===== src/rtl/ttw_pkg.sv =====
// ----------------------------------------------------------------------------
// Text-mode terminal writer package
// Shared widths, codes, command kinds and the command word type.
// ----------------------------------------------------------------------------
`timescale 1ns / 1ps
`default_nettype none

package ttw_pkg;

  localparam int DefCols = 80;
  localparam int DefRows = 25;

  localparam int OpW      = 3;
  localparam int CharW    = 8;
  localparam int ColW     = 7;
  localparam int RowW     = 5;
  localparam int ColorW   = 4;
  localparam int PosW     = 11;
  localparam int CellW    = 2 * ColorW + CharW;
  localparam int InDataW  = 32;
  localparam int OutDataW = 32;
  localparam int CfgIdxW  = 2;
  localparam int CfgDataW = 4;
  localparam int QDepth   = 2;

  localparam logic [OpW-1:0] OpPutChar   = 3'd0;
  localparam logic [OpW-1:0] OpClear     = 3'd1;
  localparam logic [OpW-1:0] OpPaintCell = 3'd2;
  localparam logic [OpW-1:0] OpReadCell  = 3'd3;
  localparam logic [OpW-1:0] OpSetCursor = 3'd4;

  localparam logic [CfgIdxW-1:0] CfgFgColor = 2'd0;
  localparam logic [CfgIdxW-1:0] CfgBgColor = 2'd1;

  localparam logic [CharW-1:0] ChNewline = 8'h0A;
  localparam logic [CharW-1:0] ChReturn  = 8'h0D;
  localparam logic [CharW-1:0] ChTab     = 8'h09;
  localparam logic [CharW-1:0] ChBlank   = 8'h20;
  localparam logic [CharW-1:0] ChLastPrt = 8'h7F;

  localparam logic [ColorW-1:0] ResetFg = 4'hF;
  localparam logic [ColorW-1:0] ResetBg = 4'h0;
  localparam logic [CellW-1:0]  ResetCell = {ResetBg, ResetFg, ChBlank};

  localparam int TabStep = 8;
  localparam logic [ColW:0] TabMask = 8'h07;

  typedef enum logic [3:0] {
    K_NOP,
    K_PUT,
    K_NEWLINE,
    K_RETURN,
    K_TAB,
    K_CLEAR,
    K_PAINT,
    K_READ,
    K_SETCUR
  } ttw_kind_e;

  typedef struct packed {
    ttw_kind_e           kind;
    logic [CharW-1:0]    char_code;
    logic [ColW-1:0]     col;
    logic [RowW-1:0]     row;
    logic [ColorW-1:0]   fg;
    logic [ColorW-1:0]   bg;
    logic                in_range;
  } ttw_cmd_t;

endpackage

`default_nettype wire


===== src/rtl/ttw_front.sv =====
// ----------------------------------------------------------------------------
// Terminal writer front end
// Accepts input words, decodes them into command kinds and queues them.
// ----------------------------------------------------------------------------
`timescale 1ns / 1ps
`default_nettype none

module ttw_front #(
  parameter int COLS = ttw_pkg::DefCols,
  parameter int ROWS = ttw_pkg::DefRows
) (
  input  wire logic                         clk_i,
  input  wire logic                         rst_ni,
  input  wire logic                         s_axis_tvalid,
  output logic                              s_axis_tready,
  input  wire logic [ttw_pkg::InDataW-1:0]  s_axis_tdata,
  input  wire logic [ttw_pkg::OpW-1:0]      s_axis_tuser,
  input  wire logic                         init_done_i,
  output logic                              cmd_valid_o,
  input  wire logic                         cmd_ready_i,
  output ttw_pkg::ttw_cmd_t                 cmd_o
);
  import ttw_pkg::*;

  localparam int PtrW = $clog2(QDepth);
  localparam int CntW = $clog2(QDepth + 1);

  ttw_cmd_t         q_mem_q [QDepth];
  logic [PtrW-1:0]  wr_ptr_q, rd_ptr_q;
  logic [CntW-1:0]  count_q;
  ttw_cmd_t         dec;
  logic [CharW-1:0] ch;
  logic             enq, deq;

  assign ch = s_axis_tdata[7:0];

  always_comb begin
    dec.char_code = ch;
    dec.col       = s_axis_tdata[14:8];
    dec.row       = s_axis_tdata[19:15];
    dec.fg        = s_axis_tdata[23:20];
    dec.bg        = s_axis_tdata[27:24];
    dec.in_range  = (dec.col < ColW'(COLS)) && (dec.row < RowW'(ROWS));
    case (s_axis_tuser)
      OpPutChar: begin
        if (ch == ChNewline) begin
          dec.kind = K_NEWLINE;
        end else if (ch == ChReturn) begin
          dec.kind = K_RETURN;
        end else if (ch == ChTab) begin
          dec.kind = K_TAB;
        end else if (ch inside {[ChBlank:ChLastPrt]}) begin
          dec.kind = K_PUT;
        end else begin
          dec.kind = K_NOP;
        end
      end
      OpClear:     dec.kind = K_CLEAR;
      OpPaintCell: dec.kind = K_PAINT;
      OpReadCell:  dec.kind = K_READ;
      OpSetCursor: dec.kind = K_SETCUR;
      default:     dec.kind = K_NOP;
    endcase
  end

  assign s_axis_tready = (count_q != CntW'(QDepth)) && init_done_i;
  assign enq           = s_axis_tvalid && s_axis_tready;
  assign cmd_valid_o   = (count_q != '0);
  assign deq           = cmd_valid_o && cmd_ready_i;
  assign cmd_o         = q_mem_q[rd_ptr_q];

  always_ff @(posedge clk_i) begin
    if (enq) begin
      q_mem_q[wr_ptr_q] <= dec;
    end
  end

  always_ff @(posedge clk_i or negedge rst_ni) begin
    if (!rst_ni) begin
      wr_ptr_q <= '0;
      rd_ptr_q <= '0;
      count_q  <= '0;
    end else begin
      if (enq) begin
        wr_ptr_q <= wr_ptr_q + 1'b1;
      end
      if (deq) begin
        rd_ptr_q <= rd_ptr_q + 1'b1;
      end
      if (enq && !deq) begin
        count_q <= count_q + 1'b1;
      end else if (deq && !enq) begin
        count_q <= count_q - 1'b1;
      end
    end
  end

endmodule

`default_nettype wire


===== config.mk =====
export PLATFORM = sky130hd
export DESIGN_NAME = ttw_front
export DESIGN_NICKNAME = d
export VERILOG_FILES = /design/src/rtl/ttw_pkg.sv /design/src/rtl/ttw_front.sv
export SDC_FILE = /design/constraint.sdc
export NUM_CORES = 1
export LEC_CHECK = 0
export BUFFER_PORTS_ARGS = -buffer_cell sky130_fd_sc_hd__buf_2
export CORE_MARGIN = 10
export CORE_UTILIZATION = 45
export CTS_BUF_LIST = sky130_fd_sc_hd__clkbuf_16
export DETAILED_ROUTE_END_ITERATION = 6
export GPL_ROUTABILITY_DRIVEN = 0
export PLACE_DENSITY = 0.7
export SLEW_MARGIN = 20
export SYNTH_ARGS = -nofsm -noshare
export SYNTH_HDL_FRONTEND = slang
export SYNTH_SLANG_ARGS = --single-unit

===== constraint.sdc =====
create_clock -name clk_i -period 5.5 [get_ports clk_i]
set_input_delay 1.1 -clock clk_i [delete_from_list [all_inputs] [get_ports clk_i]]
set_output_delay 1.1 -clock clk_i [all_outputs]
set_load 0.05 [all_outputs]

==> out/results.tsv, run 1 <==
stage	metric	value	unit
clock_tree	cts_setup_buffers	0	
logic_synthesis	avgSynthCellArea	19.1	um^2
clock_tree	cts_sinks	70	
routing	drc	0	
clock_tree	root_buffer	clkbuf_16	
power_and_ir_drop	total_power	1.94	mW
timing	worst_slew_pin_slew	971	ps
routing	via_per_inst	4.92	
worst_hold_path	min_path_cells	1	
setup_path	r2r_slack	3560	ps
logic_synthesis	ys_ff_latch	70	
clock_tree	cts_max_level	3	
setup_path	critical_path_buf_inv_count	2	
routing	drt_iter0_markers	42	
worst_hold_path	hold_path_class	flop to flop	
power_and_ir_drop	power.density	566	nW/um^2
clock_tree	clk_pin_slew	50	ps
logic_synthesis	syn_nets	184	
cells_and_area	multi_input_area	599	um^2
global_routing	grt_max_degree	34	
setup_path	worst_setup_path_end_kind	output pin	
routing	vias	1481	
floorplan	core	5920	um^2
setup_path	arrival	2060	ps
timing	final.period_utilization	0.575	
cells_and_area	register_area	2080	um^2
power_and_ir_drop	vdd_drop_max	0.285	mV
routing	drt-wirelength-per-cell	17.1	um
setup_path	critPathTopFamily	flip-flops	
setup_path	worstPathMaxFanout	21	
setup_path	ff2ff_path_depth	4	
cells_and_area	fin_cells	301	
timing	tns	0	ps
cells_and_area	diodes	0	
timing	fmax	316	MHz
global_routing	grt_overflow	0	
logic_synthesis	synth_cell_types	28	
power_and_ir_drop	leakagePower	1.29	nW
cells_and_area	final_cell_mix	70 x buf_2, 66 x edfxtp_1, 33 x mux2_2, 9 x clkbuf_16	
power_and_ir_drop	p_sw_frac	0.374	
placed_design	dp_hpwl	3640	um
placed_design	portBuffers	70	
timing	whs	545	ps
setup_path	timing.rr.start	count_q[1]	
floorplan	num_rows	28	
clock_tree	clockBufferDepth	2	
clock_tree	cts_hold_buf	0	
routing	antenna_left	0	
timing	rsz0062_at_grt	no	
logic_synthesis	yosys_warnings	0	
floorplan	die_area	9590	um^2
routing	drt-total-wl	5140	um
power_and_ir_drop	p_clk_frac	0.274	
setup_path	crit_type	flop to output pin	
clock_tree	cts_tree	built	
floorplan	die_w	97.9	um
floorplan	io_pins	75	
cells_and_area	final_common_cell	buf_2	
power_and_ir_drop	pwr-share-seq	0.368	
setup_path	critical-path-slowest-cell	dfrtp_1	
placed_design	placedCellCount	286	
floorplan	dieHeight	97.9	um
worst_hold_path	min_to	wr_ptr_q	
cells_and_area	stdcell_area	3430	um^2
routing	first_pass_iters	4	
logic_synthesis	netlist_instances	143	
clock_tree	numCtsBuffers	9	
timing	setup_ws	2340	ps
timing	finalHoldViolations	0	
run	maxCapViolations	0	
setup_path	crit_chain	buf_4 > mux2_2 > buf_2	
placed_design	place_ws	2640	ps
setup_path	critPathRequiredTime	4400	ps
power_and_ir_drop	p_int	1.22	mW
timing	drv_slew	0	
global_routing	grt_first_pass_wirelength	8090	um
timing	period_minus_slack	3160	ps
placed_design	placed_cell_area	3160	um^2
logic_synthesis	yosysSeqAreaShare	0.762	
cells_and_area	utilization	0.580	
clock_tree	clk_latency	320	ps
global_routing	grt_pass1_vias	1609	
worst_hold_path	worstHoldStart	wr_ptr_q	
setup_path	worst_setup_path_start_kind	flop	
timing	setup_viol	0	
setup_path	slowest_delay	740	ps
logic_synthesis	synth.cell_area	2730	um^2
cells_and_area	layout.nets	263	
power_and_ir_drop	p_switching	0.727	mW
clock_tree	ctsResizeCount	0	
setup_path	r2r-end	q_mem_q[1][3]	
floorplan	start_util	0.462	
outcome	status	complete, no violations	
global_routing	antenna_found_initial	0	
timing	fin_skew	5.48	ps
global_routing	track_usage	0.108	
cells_and_area	drive_above_1_share	0.535	
cells_and_area	fillCellCount	470	
timing	slew_headroom	0.351	
cells_and_area	syn2layout_area_growth	25.6	%
power_and_ir_drop	combPwrFrac	0.358	
[worst max path at each step]
| stage | start | endpoint | slack, ps | cells after the start |
|---|---|---|---|---|
| 5_1_grt | rd_ptr_q | cmd_o[19] | 2240 | 3 |
| 4_1_cts | rd_ptr_q | cmd_o[32] | 2290 | 3 |
| 2_1_floorplan | init_done_i | q_mem_q[0][0] | 2420 | 2 |
| 3_3_place_gp | rd_ptr_q | cmd_o[10] | 2670 | 3 |
| 3_5_place_dp | rd_ptr_q | cmd_o[32] | 2640 | 3 |
| 6_report | rd_ptr_q | cmd_o[6] | 2340 | 3 |
[Yosys cell counts]
| library cell | instances | area, um^2 |
|---|---|---|
| a21oi_1 | 1 | 5.00 |
| a31oi_1 | 1 | 6.26 |
| and2_1 | 1 | 6.26 |
| and2_2 | 1 | 7.51 |
| and3_1 | 1 | 6.26 |
| and4bb_2 | 1 | 12.5 |
| buf_6 | 4 | 45.0 |
| dfrtp_1 | 4 | 100 |
| edfxtp_1 | 66 | 1980 |
| ha_1 | 1 | 12.5 |
| inv_1 | 4 | 15.0 |
| mux2_2 | 33 | 372 |
| nand2_1 | 1 | 3.75 |
| nand3_1 | 2 | 10.0 |
| nor2_1 | 5 | 18.8 |
| nor2b_1 | 1 | 6.26 |
| nor3_2 | 1 | 10.0 |
| nor3b_1 | 1 | 7.51 |
| o211ai_1 | 1 | 7.51 |
| o21a_1 | 1 | 7.51 |
| o21ai_0 | 2 | 10.0 |
| o22ai_1 | 1 | 6.26 |
| o311ai_0 | 1 | 8.76 |
| o32ai_1 | 1 | 8.76 |
| or2_1 | 1 | 6.26 |
| or3b_1 | 1 | 8.76 |
| xnor2_1 | 4 | 35.0 |
| xor2_1 | 1 | 8.76 |
[power by group through the flow]
stage	clock network, mW	registers [mW]	logic, mW
finish	0.532	0.715	0.696
global route	0.567	0.724	0.737
CTS	0.543	0.716	0.711
detailed placement	0	0.726	0.708
global placement	0	0.721	0.704
floorplan	0	0.699	0.599
[worst register-to-register path, stage by stage, from the launching register on]
cell	delay, ps
dfrtp_1	370
inv_1	100
o21a_1	140
and3_1	580
buf_4	420
[state kept, by name, indices dropped and copies added (netlist names)]
name,flops
count_q,2
q_mem_q,66
rd_ptr_q,1
wr_ptr_q,1
[routing by layer]
layer,part of all wire,track usage,up-vias
met5,0,0,-
met4,0.010,0.0503,0
met3,0.080,0.0465,5
met2,0.47,0.166,57
met1,0.44,0.126,705
li1,-,-,714
[layout make-up]
class                           instances  share of cell area
Clock buffer                            9              0.0656
Clock inverter                          6              0.0157
Inverter                                4             0.00437
Multi-Input combinational cell         65               0.174
Sequential cell                        70               0.606
Tap cell                               75              0.0273
Timing Repair Buffer                   72               0.106
[cells by family after synthesis]
logic type	Yosys count	share of synthesized area
AOI/OAI and AO/OA	9	0.0220
xor gates and xnor gates	5	0.0160
adders and majority gates	1	0.00458
buffers and inverters	8	0.0220
DFF	70	0.762
muxes	33	0.136
and+or+nand+nor	17	0.0380
(Power assumes the default switching activity.)
==> run 2, diff against run 1 <==
--- a/config.mk
+++ b/config.mk
@@ -5,13 +5,14 @@
 export SDC_FILE = /design/constraint.sdc
 export NUM_CORES = 1
 export LEC_CHECK = 0
+export ABC_AREA = 1
 export BUFFER_PORTS_ARGS = -buffer_cell sky130_fd_sc_hd__buf_2
 export CORE_MARGIN = 10
 export CORE_UTILIZATION = 45
 export CTS_BUF_LIST = sky130_fd_sc_hd__clkbuf_16
 export DETAILED_ROUTE_END_ITERATION = 6
 export GPL_ROUTABILITY_DRIVEN = 0
-export PLACE_DENSITY = 0.7
+export PLACE_DENSITY = 0.73
 export SLEW_MARGIN = 20
 export SYNTH_ARGS = -nofsm -noshare
 export SYNTH_HDL_FRONTEND = slang
==> constraint.sdc (replaced) <==
create_clock -name clk_i -period 2.7 [get_ports clk_i]
set_input_delay 0.54 -clock clk_i [delete_from_list [all_inputs] [get_ports clk_i]]
set_output_delay 0.54 -clock clk_i [all_outputs]
set_load 0.05 [all_outputs]
==> run 2 against run 1 <==
  * Die area increased by 2.1%
  * Synthesized cell count is 66% higher
  * Total power grew 110%
  * Register-to-register slack worse by 2600 ps
  * Sequential power is 97% higher
  * Via count increased by 19%
  * Final area up 1.6%
  * Cell count is 31% higher
  * Largest cell class unchanged
  * Routed wire length is 2.9% higher
  * Non-clock buffer count rose by 2
==> out/results.tsv, run 2 <==
stage	metric	value	unit	change
outcome	status	complete, no violations		
global_routing	grt_max_degree	35		+2.9%
global_routing	track_usage	0.112		+0.00475
global_routing	grt_pass1_vias	1873		+16%
power_and_ir_drop	vdd_drop_max	0.711	mV	+150%
logic_synthesis	yosys_warnings	0		unchanged
clock_tree	cts_tree	built		
cells_and_area	largest_reg_flops	66		unchanged
timing	setup_viol	0		unchanged
setup_path	ff2ff_path_depth	4		unchanged
routing	drt-total-wl	5280	um	+2.9%
logic_synthesis	yosysSeqAreaShare	0.742		-0.0197
timing	tns	0	ps	unchanged
setup_path	worst_setup_path_start_kind	flop		
clock_tree	root_buffer	clkbuf_16		
logic_synthesis	yosysTopAreaCellShare	0.706		-0.0187
power_and_ir_drop	leakagePower	1.58	nW	+22%
setup_path	critical-path-slowest-cell	inv_2		
cells_and_area	reg_top3	q_mem_q (66), count_q (2)		
floorplan	start_util	0.468		+0.00671
timing	whs	25.5	ps	-520 ps
timing	slew_headroom	0.594		+0.243
timing	fin_skew	6.27	ps	+0.793 ps
logic_synthesis	ys_dominant_reg_cell	edfxtp_1		
power_and_ir_drop	power.density	1180	nW/um^2	+110%
setup_path	critPathTopFamily	buffers and inverters		
cells_and_area	final_common_cell	nand2_1		
floorplan	num_rows	28		unchanged
cells_and_area	fin_cells	395		+31%
placed_design	placedCellCount	380		+33%
cells_and_area	diodes	0		unchanged
setup_path	setup.worst_path.end	cmd_o[30]		
clock_tree	cts_setup_buffers	0		unchanged
global_routing	antenna_found_initial	0		unchanged
setup_path	setup.worst_path.start	rd_ptr_q		
cells_and_area	syn2layout_area_growth	24.4	%	
clock_tree	clk_latency	310	ps	about the same
logic_synthesis	netlist_instances	238		+66%
logic_synthesis	avgSynthCellArea	11.8	um^2	-38%
floorplan	dieHeight	99.0	um	+1.0%
logic_synthesis	synth_top_cell_by_area	edfxtp_1		
logic_synthesis	ys_ff_latch	70		unchanged
floorplan	die_area	9800	um^2	+2.1%
clock_tree	cts_hold_buf	0		unchanged
clock_tree	clk_pin_slew	50	ps	about the same
setup_path	worst_setup_path_end_kind	output pin		
floorplan	core	5990	um^2	+1.2%
setup_path	worstPathMaxFanout	34		+62%
clock_tree	clockBufferDepth	2		unchanged
logic_synthesis	synth-edff-count	66		unchanged
timing	fmax	455	MHz	
routing	drc	0		unchanged
setup_path	crit_type	flop to output pin		
run	maxCapViolations	0		unchanged
timing	final.period_utilization	0.814		
timing	rsz0062_at_grt	no		
logic_synthesis	synth.cell_area	2810	um^2	+2.7%
logic_synthesis	synthTopCellsByArea	edfxtp_1 71%, nand2_1 16%, dfrtp_1 3.6%		
setup_path	arrival	1660	ps	-400 ps
setup_path	critPathRequiredTime	2160	ps	-2240 ps
global_routing	grt_overflow	0		unchanged
timing	period_minus_slack	2200	ps	
cells_and_area	fillCellCount	498		+6.0%
timing	drv_slew	0		unchanged
setup_path	critical_path_buf_inv_count	2		unchanged
routing	via_per_inst	4.48		-9.0%
cells_and_area	layout.nets	357		+36%
clock_tree	cts_sinks	70		unchanged
setup_path	slowest_delay	460	ps	-280 ps
logic_synthesis	synth_cell_types	19		-32%
logic_synthesis	yosysMostFrequentCell	nand2_1		
logic_synthesis	synth_common_cells	121 x nand2_1, 66 x edfxtp_1, 13 x inv_1		
setup_path	r2r_slack	990	ps	-2570 ps
logic_synthesis	syn_nets	279		+52%
routing	first_pass_iters	4		unchanged
setup_path	crit_top_cell	nand2_1		
cells_and_area	register_area	2080	um^2	unchanged
floorplan	die_w	99.0	um	+1.0%
cells_and_area	multi_input_area	629	um^2	+5.0%
clock_tree	ctsResizeCount	0		unchanged
clock_tree	numCtsBuffers	9		unchanged
global_routing	grt_first_pass_wirelength	8760	um	+8.3%
worst_hold_path	hold_path_class	input port to asynchronous set/reset pin		
setup_path	critical_path_depth	4		+1
placed_design	dp_hpwl	3680	um	+1.1%
floorplan	io_pins	75		unchanged
cells_and_area	top_register	q_mem_q		
setup_path	crit_chain	inv_2 > nand2_1 > nand2_1 > buf_2		
routing	vias	1769		+19%
clock_tree	cts_max_level	3		unchanged
placed_design	portBuffers	70		unchanged
timing	worst_slew_pin_slew	608	ps	-364 ps
setup_path	timing.rr.start	count_q[1]		
cells_and_area	final_cell_mix	121 x nand2_1, 70 x buf_2, 66 x edfxtp_1, 16 x inv_1, 9 x clkbuf_16		
routing	antenna_left	0		unchanged
timing	finalHoldViolations	0		unchanged
cells_and_area	drive_above_1_share	0.284		-0.251
logic_synthesis	synthArstFlopShare	0.0571		unchanged
routing	drt_iter0_markers	66		+57%
routing	drt-wirelength-per-cell	13.4	um	-22%
setup_path	r2r-end	q_mem_q[0][1]		
run 2: cell types whose count changed in the layout (fill, tap and decap cells not counted), moves of 2 or more:
cell	previous run	this run
nand2_1	1	121
mux2_2	33	0
inv_1	4	16
nor2_1	4	8
xnor2_1	4	1
buf_4	2	4
inv_2	0	2
nand3_1	2	0
xor2_1	1	3
run 2: logic make-up (layout without fill, tap and decap cells):
kind of cell | Yosys count | after routing | share of synthesized area
AOI/OAI and AO/OA | 6 | 6 | 0.0165
xor gates and xnor gates | 4 | 4 | 0.0125
adders and majority gates | 1 | 1 | 0.00446
buffers and inverters | 22 | 104 | 0.0392
DFF | 70 | 70 | 0.742
and+or+nand+nor | 135 | 135 | 0.185
run 2: worst min-delay path by stage:
stage / startpoint / slack (ps) / to / depth (start not counted)
global placement: rst_ni / 350 / count_q[0] / 1
CTS: rst_ni / 10 / count_q[0] / 1
finish: rst_ni / 30 / count_q[0] / 1
global route: rst_ni / 20 / count_q[0] / 1
detailed placement: rst_ni / 350 / count_q[0] / 1
floorplan: rst_ni / 240 / count_q[0] / 0
run 2: metrics by stage:
| step | setup WS [ps] | instance area [um^2] | total power, mW | utilization |
|---|---|---|---|---|
| after floorplan | -175 | 2810 | 2.83 | - |
| after global placement | 745 | 3240 | 3.20 | 0.541 |
| after detailed placement | 720 | 3240 | 3.22 | 0.541 |
| after CTS | 462 | 3490 | 4.19 | 0.583 |
| after global routing | 353 | 3490 | 4.37 | 0.583 |
| final | 503 | 3490 | 4.12 | 0.583 |
run 2: cell type report:
| type | count | area share |
|---|---|---|
| sequential | 70 | 0.596 |
| timing repair buffer | 74 | 0.109 |
| inverter | 15 | 0.0161 |
| tap | 75 | 0.0269 |
| multi-input combinational | 146 | 0.180 |
| clock inverter | 6 | 0.00681 |
| clock buffer | 9 | 0.0645 |
run 2: worst reg2reg max path: cells and delay by family (launching register included):
kind	cells	cell delay [ps]
simple gates	2	520
flops	1	410
buf+inv	1	290
compound gates	1	190
run 2: layer usage:
| metal | routed length (um) | global-route usage | part of all wire | up-vias |
|---|---|---|---|---|
| li1 | - | - | - | 938 |
| met1 | 2200 | 0.126 | 0.42 | 780 |
| met2 | 2720 | 0.184 | 0.52 | 45 |
| met3 | 316 | 0.0461 | 0.060 | 6 |
| met4 | 48 | 0.0463 | 0.0091 | 0 |
| met5 | 0 | 0 | 0 | - |
run 2: report_power, final:
group | switching [mW] | total, mW | internal (mW)
registers | 0.0489 | 1.41 | 1.36
clock network | 0.363 | 0.958 | 0.596
logic | 1.40 | 1.75 | 0.352
==> run 3, diff against run 2 <==
==> constraint.sdc (replaced) <==
create_clock -name clk_i -period 2 [get_ports clk_i]
set_input_delay 0.4 -clock clk_i [delete_from_list [all_inputs] [get_ports clk_i]]
set_output_delay 0.4 -clock clk_i [all_outputs]
set_load 0.05 [all_outputs]
==> run 3 against run 2 <==
  * Non-clock buffer count grew 4
  * Via count up 5.3%
  * Flip-flop and latch count unchanged
  * Final area is 1.3% higher
  * First-iteration DRC count shrank 21%
  * Cell count up 1.0%
  * Hold slack improved by 250 ps
  * Global-route usage increased by 0.96 points
  * Clock skew shrank 1.6 ps
  * Clock-buffer cell count is the same
  * Routed wire length rose by 9.7%
  * Sequential share of layout area down 0.76 points
==> out/results.tsv, run 3 (same netlist as run 2, synthesis figures left out) <==
stage	metric	value	unit	change
outcome	status	complete, no violations		
setup_path	critPathRequiredTime	1600	ps	-560 ps
floorplan	num_rows	28		unchanged
routing	vias	1862		+5.3%
timing	fmax	539	MHz	
routing	drc	0		unchanged
clock_tree	clockBufferDepth	2		unchanged
global_routing	grt_first_pass_wirelength	9470	um	+8.1%
setup_path	timing.rr.start	count_q[0]		
routing	via_per_inst	4.67		+4.2%
setup_path	crit_chain	inv_2 > buf_4 > nand2_1 > nand2_1 > buf_2		
setup_path	r2r-end	count_q[1]		
setup_path	setup.worst_path.start	rd_ptr_q		
power_and_ir_drop	p_switching	2.49	mW	+37%
timing	final.period_utilization	0.928		
power_and_ir_drop	leakagePower	1.60	nW	+1.4%
routing	drt_iter0_markers	52		-21%
routing	drt-wirelength-per-cell	14.5	um	+8.6%
timing	fin_skew	4.65	ps	-1.62 ps
timing	worst_slew_pin_slew	258	ps	-350 ps
power_and_ir_drop	p_clk_frac	0.232		about the same
cells_and_area	syn2layout_area_growth	26.0	%	
setup_path	crit_top_cell	nand2_1		
setup_path	ff2ff_path_depth	8		+4
placed_design	placed_cell_area	3280	um^2	+1.1%
global_routing	track_usage	0.122		+0.00965
timing	setup_viol	0		unchanged
floorplan	die_area	9800	um^2	unchanged
power_and_ir_drop	p_int	3.17	mW	+37%
floorplan	dieHeight	99.0	um	unchanged
power_and_ir_drop	pwr-share-seq	0.339		-0.004
placed_design	dp_hpwl	4060	um	+10%
timing	setup_ws	144	ps	-359 ps
cells_and_area	final_cell_mix	121 x nand2_1, 70 x buf_2, 66 x edfxtp_1, 16 x inv_1, 9 x clkbuf_16		
clock_tree	numCtsBuffers	9		unchanged
clock_tree	clk_pin_slew	50	ps	about the same
setup_path	worst_setup_path_start_kind	flop		
clock_tree	cts_sinks	70		unchanged
worst_hold_path	worstHoldStart	s_axis_tdata[27]		
timing	finalHoldViolations	0		unchanged
placed_design	placedCellCount	383		+0.79%
placed_design	place_ws	450	ps	-270 ps
routing	antenna_left	0		unchanged
cells_and_area	largest_reg_flops	66		unchanged
clock_tree	cts_tree	built		
setup_path	worstPathMaxFanout	19		-44%
cells_and_area	drive_above_1_share	0.290		+0.00575
cells_and_area	diodes	0		unchanged
power_and_ir_drop	total_power	5.66	mW	+37%
floorplan	die_w	99.0	um	unchanged
routing	drt-total-wl	5800	um	+9.7%
timing	slew_headroom	0.828		+0.234
cells_and_area	fillCellCount	497		-0.20%
setup_path	arrival	1460	ps	-200 ps
floorplan	core	5990	um^2	unchanged
cells_and_area	layout.nets	361		+1.1%
setup_path	r2r_slack	530	ps	-460 ps
power_and_ir_drop	combPwrFrac	0.430		+0.005
timing	rsz0062_at_grt	no		
global_routing	antenna_found_initial	0		unchanged
timing	drv_slew	0		unchanged
power_and_ir_drop	vdd_drop_max	0.862	mV	+21%
setup_path	crit_type	flop to output pin		
timing	period_minus_slack	1860	ps	
setup_path	worst_setup_path_end_kind	output pin		
power_and_ir_drop	p_sw_frac	0.440		about the same
clock_tree	ctsResizeCount	0		unchanged
worst_hold_path	hold_path_class	input port to flop		
setup_path	slowest_delay	400	ps	-60 ps
cells_and_area	fin_cells	399		+1.0%
cells_and_area	top_register	q_mem_q		
cells_and_area	stdcell_area	3540	um^2	+1.3%
timing	whs	273	ps	+247 ps
run	maxCapViolations	0		unchanged
setup_path	critical-path-slowest-cell	dfrtp_1		
clock_tree	root_buffer	clkbuf_16		
global_routing	grt_max_degree	34		-2.9%
cells_and_area	final_common_cell	nand2_1		
power_and_ir_drop	power.density	1600	nW/um^2	+35%
clock_tree	clk_latency	320	ps	about the same
floorplan	io_pins	75		unchanged
worst_hold_path	min_to	q_mem_q[1][4]		
cells_and_area	reg_top3	q_mem_q (66), count_q (2)		
worst_hold_path	min_path_cells	1		
routing	first_pass_iters	4		unchanged
placed_design	portBuffers	70		unchanged
global_routing	grt_overflow	0		unchanged
floorplan	start_util	0.468		unchanged
clock_tree	cts_max_level	3		unchanged
global_routing	grt_pass1_vias	2047		+9.3%
[run 3: cell types whose count changed in the layout (fill, tap and decap cells not counted), sizes merged]
cell,change
buf,+3
dlygate4sd3,+1
[run 3: repair_timing]
action | in CTS | in global routing
hold buffers | 1 | 0
hold endpoints to repair | 4 | 0
setup buffers | 0 | 0
[run 3: cell type report]
cell class | instances | area, um^2 | share of cell area
Sequential cell | 70 | 2080 | 0.589
Multi-Input combinational cell | 146 | 629 | 0.178
Timing Repair Buffer | 78 | 425 | 0.120
Clock buffer | 9 | 225 | 0.0637
Tap cell | 75 | 93.8 | 0.0265
Inverter | 15 | 56.3 | 0.0159
Clock inverter | 6 | 23.8 | 0.00672
[run 3: power by group through the flow]
stage | Clock, mW | Sequential, mW | Combinational (mW)
after floorplan | 0 | 1.92 | 1.90
after global placement | 0 | 1.93 | 2.45
after detailed placement | 0 | 1.94 | 2.47
after CTS | 1.34 | 1.92 | 2.48
after global routing | 1.41 | 1.93 | 2.64
final | 1.31 | 1.92 | 2.43
[run 3: how the worst max path moves through the flow]
stage	end	cells past startpoint	slack, ps
after global placement	count_q[1]	8	480
final	cmd_o[22]	5	140
after global routing	cmd_o[22]	5	50
after floorplan	q_mem_q[0][0]	4	-200
after detailed placement	count_q[1]	8	450
after CTS	cmd_o[32]	5	130
[run 3: routing by layer]
metal / wire length [um] / vias to the layer above / GRT usage / part of all wire
li1: - / 940 / - / -
met1: 2340 / 868 / 0.125 / 0.40
met2: 3070 / 46 / 0.222 / 0.53
met3: 304 / 8 / 0.0377 / 0.052
met5: 0 / - / 0 / 0
met4: 85 / 0 / 0.0540 / 0.015
[run 3: through the flow]
stage	TNS (ps)	util
detailed placement	0	0.547
floorplan	-13200	-
global route	0	0.590
global placement	0	0.547
finish	0	0.590
CTS	0	0.590
[run 3: worst max-delay path: cells and delay by family, from the launching register on]
kind          cells  cell delay (ps)
buf+inv           3              570
flops             1              400
simple gates      2              160
